<file path="src/rtl/tcpu_pkg.sv">
`default_nettype none

package tcpu_pkg;

  localparam int unsigned REG_COUNT = 16;
  localparam int unsigned RIDX_W    = 4;

  // Opcodes taken from the high nibble of the instruction byte.
  localparam logic [3:0] OP_LOAD = 4'h1;
  localparam logic [3:0] OP_ADD  = 4'h2;
  localparam logic [3:0] OP_SUB  = 4'h3;
  localparam logic [3:0] OP_HALT = 4'hF;

  localparam logic [2:0] ST_WRITTEN  = 3'd0;
  localparam logic [2:0] ST_EXECUTED = 3'd1;
  localparam logic [2:0] ST_HALT     = 3'd2;
  localparam logic [2:0] ST_UNKNOWN  = 3'd3;
  localparam logic [2:0] ST_IGNORED  = 3'd4;

  localparam logic REQ_LOAD = 1'b0;

  typedef struct packed {
    logic       req_type;
    logic [7:0] load_address;
    logic [7:0] load_data;
  } in_t;

  typedef struct packed {
    logic [2:0]        status;
    logic [7:0]        next_pc;
    logic              dest_written;
    logic [RIDX_W-1:0] dest_index;
    logic [7:0]        dest_value;
  } out_t;

endpackage

`default_nettype wire

</file>
<file path="src/rtl/tiny_register_cpu_step.sv">
`default_nettype none
// A program byte write or a step while halted gives its result beat in the cycle after
// it is accepted; other steps pass through FETCH (halt, unknown opcode), FETCH and ARG (LOAD),
// or FETCH, ARG and SRC (ADD, SUB) before their result beat is registered. One item at a time;
// the single read port of each memory sets the sequence fetch, operand, source register.
// Reset: program counter, halt flag and the valid bits of both memories clear at once, so every
// memory byte and register reads as zero until written.
module tiny_register_cpu_step
  import tcpu_pkg::*;
#(
  parameter int unsigned MEM_DEPTH = 256
) (
  input  wire  clk_i,
  input  wire  rst_ni,
  input  wire  in_valid_i,
  output logic in_stall_o,
  input  in_t  in_data_i,
  output logic out_valid_o,
  input  wire  out_stall_i,
  output out_t out_data_o
);

  localparam int unsigned AW = (MEM_DEPTH > 1) ? $clog2(MEM_DEPTH) : 1;

  localparam logic [1:0] S_IDLE  = 2'd0;
  localparam logic [1:0] S_FETCH = 2'd1;
  localparam logic [1:0] S_ARG   = 2'd2;
  localparam logic [1:0] S_SRC   = 2'd3;

  // Byte address reduced modulo the memory depth, worked out at elaboration.
  logic [AW-1:0] mod_tbl [256];
  for (genvar g = 0; g < 256; g++) begin : g_mod
    assign mod_tbl[g] = AW'(g % MEM_DEPTH);
  end

  logic [1:0]        state_q, state_d;
  logic [7:0]        pc_q, pc_d;
  logic              halted_q, halted_d;
  logic [3:0]        op_q, op_d;
  logic [RIDX_W-1:0] rd_q, rd_d;
  logic [7:0]        dst_val_q, dst_val_d;
  logic              out_valid_q, out_valid_d;
  out_t              out_q;
  out_t              res;
  logic              res_load;

  logic [7:0]           mem [MEM_DEPTH];
  logic [MEM_DEPTH-1:0] mem_vld_q;
  logic                 mem_rd_vld_q;
  logic [7:0]           mem_rd_q;
  logic                 mem_we, mem_re;
  logic [AW-1:0]        mem_wa, mem_ra;
  logic [7:0]           mem_byte;

  logic [7:0]           rf [REG_COUNT];
  logic [REG_COUNT-1:0] rf_vld_q;
  logic                 rf_rd_vld_q;
  logic [7:0]           rf_rd_q;
  logic                 rf_we, rf_re;
  logic [RIDX_W-1:0]    rf_wa, rf_ra;
  logic [7:0]           rf_wd;
  logic [7:0]           rf_byte;
  logic [7:0]           sum;

  logic in_acc;

  assign in_stall_o  = (state_q != S_IDLE) || (out_valid_q && out_stall_i);
  assign in_acc      = in_valid_i && !in_stall_o;
  assign out_valid_o = out_valid_q;
  assign out_data_o  = out_q;

  assign mem_byte = mem_rd_vld_q ? mem_rd_q : 8'h00;
  assign rf_byte  = rf_rd_vld_q ? rf_rd_q : 8'h00;
  assign sum      = (op_q == OP_ADD) ? (dst_val_q + rf_byte) : (dst_val_q - rf_byte);
  assign mem_wa   = mod_tbl[in_data_i.load_address];

  always_comb begin
    state_d     = state_q;
    pc_d        = pc_q;
    halted_d    = halted_q;
    op_d        = op_q;
    rd_d        = rd_q;
    dst_val_d   = dst_val_q;
    mem_we      = 1'b0;
    mem_re      = 1'b0;
    mem_ra      = mod_tbl[pc_q];
    rf_we       = 1'b0;
    rf_re       = 1'b0;
    rf_ra       = rd_q;
    rf_wa       = rd_q;
    rf_wd       = mem_byte;
    res_load    = 1'b0;
    res         = '0;
    res.next_pc = pc_q;
    case (state_q)
      S_IDLE: begin
        if (in_acc) begin
          if (in_data_i.req_type == REQ_LOAD) begin
            mem_we     = 1'b1;
            res_load   = 1'b1;
            res.status = ST_WRITTEN;
          end else if (halted_q) begin
            res_load   = 1'b1;
            res.status = ST_IGNORED;
          end else begin
            mem_re  = 1'b1;
            pc_d    = pc_q + 8'd1;
            state_d = S_FETCH;
          end
        end
      end
      S_FETCH: begin
        op_d = mem_byte[7:4];
        rd_d = mem_byte[3:0];
        if (mem_byte[7:4] == OP_LOAD || mem_byte[7:4] == OP_ADD ||
            mem_byte[7:4] == OP_SUB) begin
          mem_re  = 1'b1;
          pc_d    = pc_q + 8'd1;
          rf_re   = 1'b1;
          rf_ra   = mem_byte[3:0];
          state_d = S_ARG;
        end else if (mem_byte[7:4] == OP_HALT) begin
          halted_d   = 1'b1;
          res_load   = 1'b1;
          res.status = ST_HALT;
          state_d    = S_IDLE;
        end else begin
          res_load   = 1'b1;
          res.status = ST_UNKNOWN;
          state_d    = S_IDLE;
        end
      end
      S_ARG: begin
        if (op_q == OP_LOAD) begin
          rf_we            = 1'b1;
          rf_wd            = mem_byte;
          res_load         = 1'b1;
          res.status       = ST_EXECUTED;
          res.dest_written = 1'b1;
          res.dest_index   = rd_q;
          res.dest_value   = mem_byte;
          state_d          = S_IDLE;
        end else begin
          // Only the low nibble of the operand byte names the source register.
          dst_val_d = rf_byte;
          rf_re     = 1'b1;
          rf_ra     = mem_byte[3:0];
          state_d   = S_SRC;
        end
      end
      S_SRC: begin
        rf_we            = 1'b1;
        rf_wd            = sum;
        res_load         = 1'b1;
        res.status       = ST_EXECUTED;
        res.dest_written = 1'b1;
        res.dest_index   = rd_q;
        res.dest_value   = sum;
        state_d          = S_IDLE;
      end
      default: begin
        state_d = S_IDLE;
      end
    endcase
    out_valid_d = (out_valid_q && out_stall_i) || res_load;
  end

  always_ff @(posedge clk_i or negedge rst_ni) begin
    if (!rst_ni) begin
      state_q      <= S_IDLE;
      pc_q         <= 8'h00;
      halted_q     <= 1'b0;
      out_valid_q  <= 1'b0;
      mem_vld_q    <= '0;
      mem_rd_vld_q <= 1'b0;
      rf_vld_q     <= '0;
      rf_rd_vld_q  <= 1'b0;
    end else begin
      state_q     <= state_d;
      pc_q        <= pc_d;
      halted_q    <= halted_d;
      out_valid_q <= out_valid_d;
      if (mem_we) begin
        mem_vld_q[mem_wa] <= 1'b1;
      end
      if (mem_re) begin
        mem_rd_vld_q <= mem_vld_q[mem_ra];
      end
      if (rf_we) begin
        rf_vld_q[rf_wa] <= 1'b1;
      end
      if (rf_re) begin
        rf_rd_vld_q <= rf_vld_q[rf_ra];
      end
    end
  end

  always_ff @(posedge clk_i) begin
    op_q      <= op_d;
    rd_q      <= rd_d;
    dst_val_q <= dst_val_d;
    if (res_load) begin
      out_q <= res;
    end
  end

  always_ff @(posedge clk_i) begin
    if (mem_we) begin
      mem[mem_wa] <= in_data_i.load_data;
    end
    if (mem_re) begin
      mem_rd_q <= mem[mem_ra];
    end
  end

  always_ff @(posedge clk_i) begin
    if (rf_we) begin
      rf[rf_wa] <= rf_wd;
    end
    if (rf_re) begin
      rf_rd_q <= rf[rf_ra];
    end
  end

endmodule

`default_nettype wire
</file>
<file path="config.mk">
export PLATFORM = sky130hd
export DESIGN_NAME = tiny_register_cpu_step
export DESIGN_NICKNAME = d
export VERILOG_FILES = /design/src/rtl/tcpu_pkg.sv /design/src/rtl/tiny_register_cpu_step.sv
export SDC_FILE = /design/constraint.sdc
export NUM_CORES = 2
export LEC_CHECK = 0
export ABC_AREA = 1
export ABC_CLOCK_PERIOD_IN_PS = 3040
export BUFFER_PORTS_ARGS = -buffer_cell sky130_fd_sc_hd__buf_4
export CORE_UTILIZATION = 55
export DETAILED_ROUTE_END_ITERATION = 10
export GPL_ROUTABILITY_DRIVEN = 1
export PLACE_DENSITY = 0.7
export SLEW_MARGIN = 20
export SYNTH_ARGS = -nofsm -noshare
export SYNTH_HDL_FRONTEND = slang
export SYNTH_SLANG_ARGS = --single-unit
</file>
<file path="constraint.sdc">
create_clock -name clk_i -period 3.04 [get_ports clk_i]
set_input_delay 0.608 -clock clk_i [delete_from_list [all_inputs] [get_ports clk_i]]
set_output_delay 0.608 -clock clk_i [all_outputs]
set_load 0.02 [all_outputs]
</file>
==> load_flow_metrics.sql <==
INSERT INTO impl_metrics (metric_group, metric, value, unit) VALUES
('worst_setup_path', 'crit_buf_inv', '2', ''),
('layout', 'finish.net_count', '8783', ''),
('yosys', 'postSynth.topFlopCell', 'edfxtp_1', ''),
('worst_setup_path', 'path_class', 'flip-flop to flip-flop', ''),
('yosys', 'postSynthAreaPerCell', '12.1', 'um^2'),
('sta', 'timing.final.crit_share', '98.8', '%'),
('clock_network', 'clock_net_sink_count', '2518', ''),
('worst_setup_path', 'worst-endpoint-arrival', '3.75', 'ns'),
('yosys', 'synth.mux.area_fraction', '0', '%'),
('sta', 'fin_worst_skew', '0.0372', 'ns'),
('run_status', 'result_of_the_run', 'finished clean', ''),
('yosys', 'synth_top_family_by_area', 'compound AO/OA/AOI/OAI gates', ''),
('clock_network', 'ctsHtreeMaxLevel', '4', ''),
('worst_setup_path', 'critPathMaxStageDelay', '0.63', 'ns'),
('clock_network', 'tritoncts_clock_tree', 'yes', ''),
('power_and_ir_drop', 'power_leakage', '41.3', 'nW'),
('clock_network', 'clk_pin_slew_worst_paths', '0.07', 'ns'),
('yosys', 'ys_seq_area_share', '72.8', '%'),
('sta', 'headroom_to_the_max_slew_limit', '36.8', '%'),
('detailed_routing', 'drc', '0', ''),
('sta', 'maxSlewViolCount', '0', ''),
('yosys', 'xor_and_xnor_area_share_after_synthesis', '0.112', '%'),
('worst_setup_path', 'crit-reg2reg-launch', 'pc_q[1]$_DFFE_PN0P_', ''),
('yosys', 'synth_top_cells_by_count', 'edfxtp_1 (2,232), nor2_1 (1,558), o21ai_0 (1,259), nand2_1 (716), nand3_1 (458)', ''),
('yosys', 'netlist_area', '0.102', 'mm^2'),
('clock_network', 'cts_buffers', '239', ''),
('worst_setup_path', 'highest_fanout_seen_on_the_critical_path', '61', ''),
('detailed_routing', 'avgRoutedWirePerCell', '24.2', 'um'),
('sta', 'time_the_final_worst_path_needs_with_i_o_delays_and_setup', '3.00', 'ns'),
('grt', 'global_route.usage.met1', '41.8', '%'),
('place', 'portBuffers', '46', ''),
('sta', 'max_slew.worst_pin.slew', '0.948', 'ns'),
('sta', 'fin_setup_tns', '0', 'ns'),
('grt', 'largest_net_degree_at_the_start_of_global_routing', '105', ''),
('yosys', 'synth.distinct_cells', '41', ''),
('detailed_routing', 'detail_route.vias_per_cell', '6.06', ''),
('yosys', 'netlist_instances', '8443', ''),
('worst_setup_path', 'crit_top_cell', 'nand3_1', ''),
('grt', 'globalRouteTotalUtil', '29.6', '%'),
('detailed_routing', 'drtAntennaViolNets', '0', ''),
('yosys', 'synth_most_common_cell', 'edfxtp_1', ''),
('yosys', 'synth_top_area_share', '65.8', '%'),
('worst_setup_path', 'start_kind', 'flip-flop', ''),
('grt', 'global_route.overflow_total', '0', ''),
('yosys', 'ys_ff_latch', '2518', ''),
('grt', 'grt_util_met3', '5.41', '%'),
('yosys', 'async_sr_flop_fraction', '11.4', '%'),
('floorplanning', 'die_y', '432', 'um'),
('worst_setup_path', 'critical_path_slowest_stage_cell', 'dfrtp_4', ''),
('worst_setup_path', 'cp_top_family', 'simple AND/OR/NAND/NOR gates', ''),
('floorplanning', 'start_util', '55.5', '%'),
('layout', 'final_instance_area', '0.116', 'mm^2'),
('floorplanning', 'floorplan.die_area', '0.187', 'mm^2'),
('place', 'dpl.cell_count', '11000', ''),
('layout', 'syn_to_final_growth', '14.3', '%'),
('yosys', 'synth_simple_gate_area_share', '11.5', '%'),
('grt', 'grt_pass1_vias', '66400', ''),
('sta', 'setup_violations', '0', ''),
('worst_setup_path', 'endpoint_class_of_the_critical_path', 'flip-flop', ''),
('detailed_routing', 'num_vias', '69300', ''),
('yosys', 'synth.net_count', '8477', ''),
('detailed_routing', 'detailed_router_iteration_count_before_antenna_repair', '7', ''),
('worst_setup_path', 'worstPathCellList', 'inv_8 > buf_12 > o21ai_0 > o22ai_1 > nand2_1 > nand4_1 > nand3_1 > nand3_1 > nand3_1 > nand2_1', ''),
('grt', 'grt_first_pass_wirelength', '414', 'mm'),
('yosys', 'synthTopCellsByArea', 'edfxtp_1 (66%), dfrtp_1 (7.0%), o21ai_0 (6.2%)', ''),
('layout', 'post_route_cells_drive_above_1_share', '12.8', '%'),
('detailed_routing', 'initialDrtViolationCount', '9466', ''),
('place', 'post_detailed_placement_half_perimeter_wirelength', '164', 'mm'),
('power_and_ir_drop', 'p_per_area', '907', 'mW/mm^2'),
('grt', 'groute.layer.met2.usage', '46.1', '%'),
('floorplanning', 'die_w', '432', 'um');
## cells in the final DEF (no fill, tap or decap), types with 7 or more instances in the layout
master	instances
nand4_1	28
clkbuf_8	27
xor2_1	11
a21oi_1	192
clkinv_2	53
nand3_2	7
o211ai_1	306
buf_4	538
nand2_1	700
ha_1	12
o21ai_1	101
clkinv_1	42
clkbuf_1	52
o221ai_1	20
nand3b_1	7
dfrtp_1	282
edfxtp_1	2232
inv_1	320
nor2_1	1555
nand2_2	21
or2_2	75
o21ai_0	1249
buf_12	106
buf_8	9
clkinvlp_4	7
clkbuf_16	241
o22ai_1	236
nand3_1	453
inv_6	12
bufinv_16	15
## metrics by stage
step           hold slack (ns)  util (%)  power, W  setup slack [ns]
3_3_place_gp             0.439      59.2    0.0755           -0.0750
4_1_cts                0.00411      63.4     0.105            0.0636
2_1_floorplan            0.312         -    0.0622             0.188
5_1_grt                 0.0347      63.5     0.110           -0.0155
6_report                0.0579      63.5     0.106            0.0365
3_5_place_dp             0.445      59.2    0.0761          0.000641
## kinds of logic (layout without fill, tap and decap cells)
group,after synthesis,in the layout
buf+inv,922,1442
flops,2518,2518
other cells,0,4
simple gates,2861,2861
compound gates,2116,2116
xor+xnor,13,13
fa+ha+maj,13,13
## what timing repair did
| action | 4_1_cts | 5_1_grt |
|---|---|---|
| gates resized for setup | 0 | 15 |
| endpoints found under the hold margin | 36 | 0 |
| buffers inserted | 0 | 5 |
| endpoints found under the setup margin | 0 | 109 |
| hold buffers | 2 | 0 |
## area by class of cell
| type | count | area [um^2] |
|---|---|---|
| flip-flops and latches | 2518 | 74200 |
| fillers | 13600 | 67000 |
| multi-input cells | 5003 | 23800 |
| clock buffers | 320 | 6600 |
| repair buffers | 657 | 6370 |
| well taps | 2464 | 3080 |
| inverters | 330 | 1270 |
| clock inverters | 135 | 1140 |
| diodes | 4 | 10.0 |
## worst paths after layout
path,to,cells past startpoint,slack [ns]
min in group asynchronous,mem_vld_q[198]$_DFFE_PN0P_,2,0.25
setup reg to reg,mem_rd_q[7]$_DFFE_PP_,10,0.04
hold / removal,mem[176][7]$_DFFE_PP_,1,0.06
hold reg to reg,mem_vld_q[53]$_DFFE_PN0P_,2,0.46
max in group asynchronous,pc_q[4]$_DFFE_PN0P_,3,1.77
setup / recovery,mem_rd_q[7]$_DFFE_PP_,10,0.04
## per-layer routing
metal / part of all wire [%] / vias up
met4: 3.6 / 2
met1: 40 / 34100
li1: - / 30900
met2: 46 / 3745
met5: 0.0047 / -
met3: 10 / 553
## report_power, final
part           total, W  internal [W]  switching, W
Sequential       0.0393        0.0388      0.000517
Combinational    0.0371        0.0113        0.0257
Clock            0.0293        0.0165        0.0128
Total             0.106        0.0666        0.0391
## sequential cells by signal (all words and copies together), names as in the netlist
register	count
mem	2048
mem_vld_q	256
rf	128
out_data_o	24
rf_vld_q	16
dst_val_q	8
mem_rd_q	8
pc_q	8
rf_rd_q	8
op_q	4
rd_q	4
state_q	2
halted_q	1
mem_rd_vld_q	1
out_valid_o	1
rf_rd_vld_q	1
Note: power is estimated with default switching activity, not from simulation.
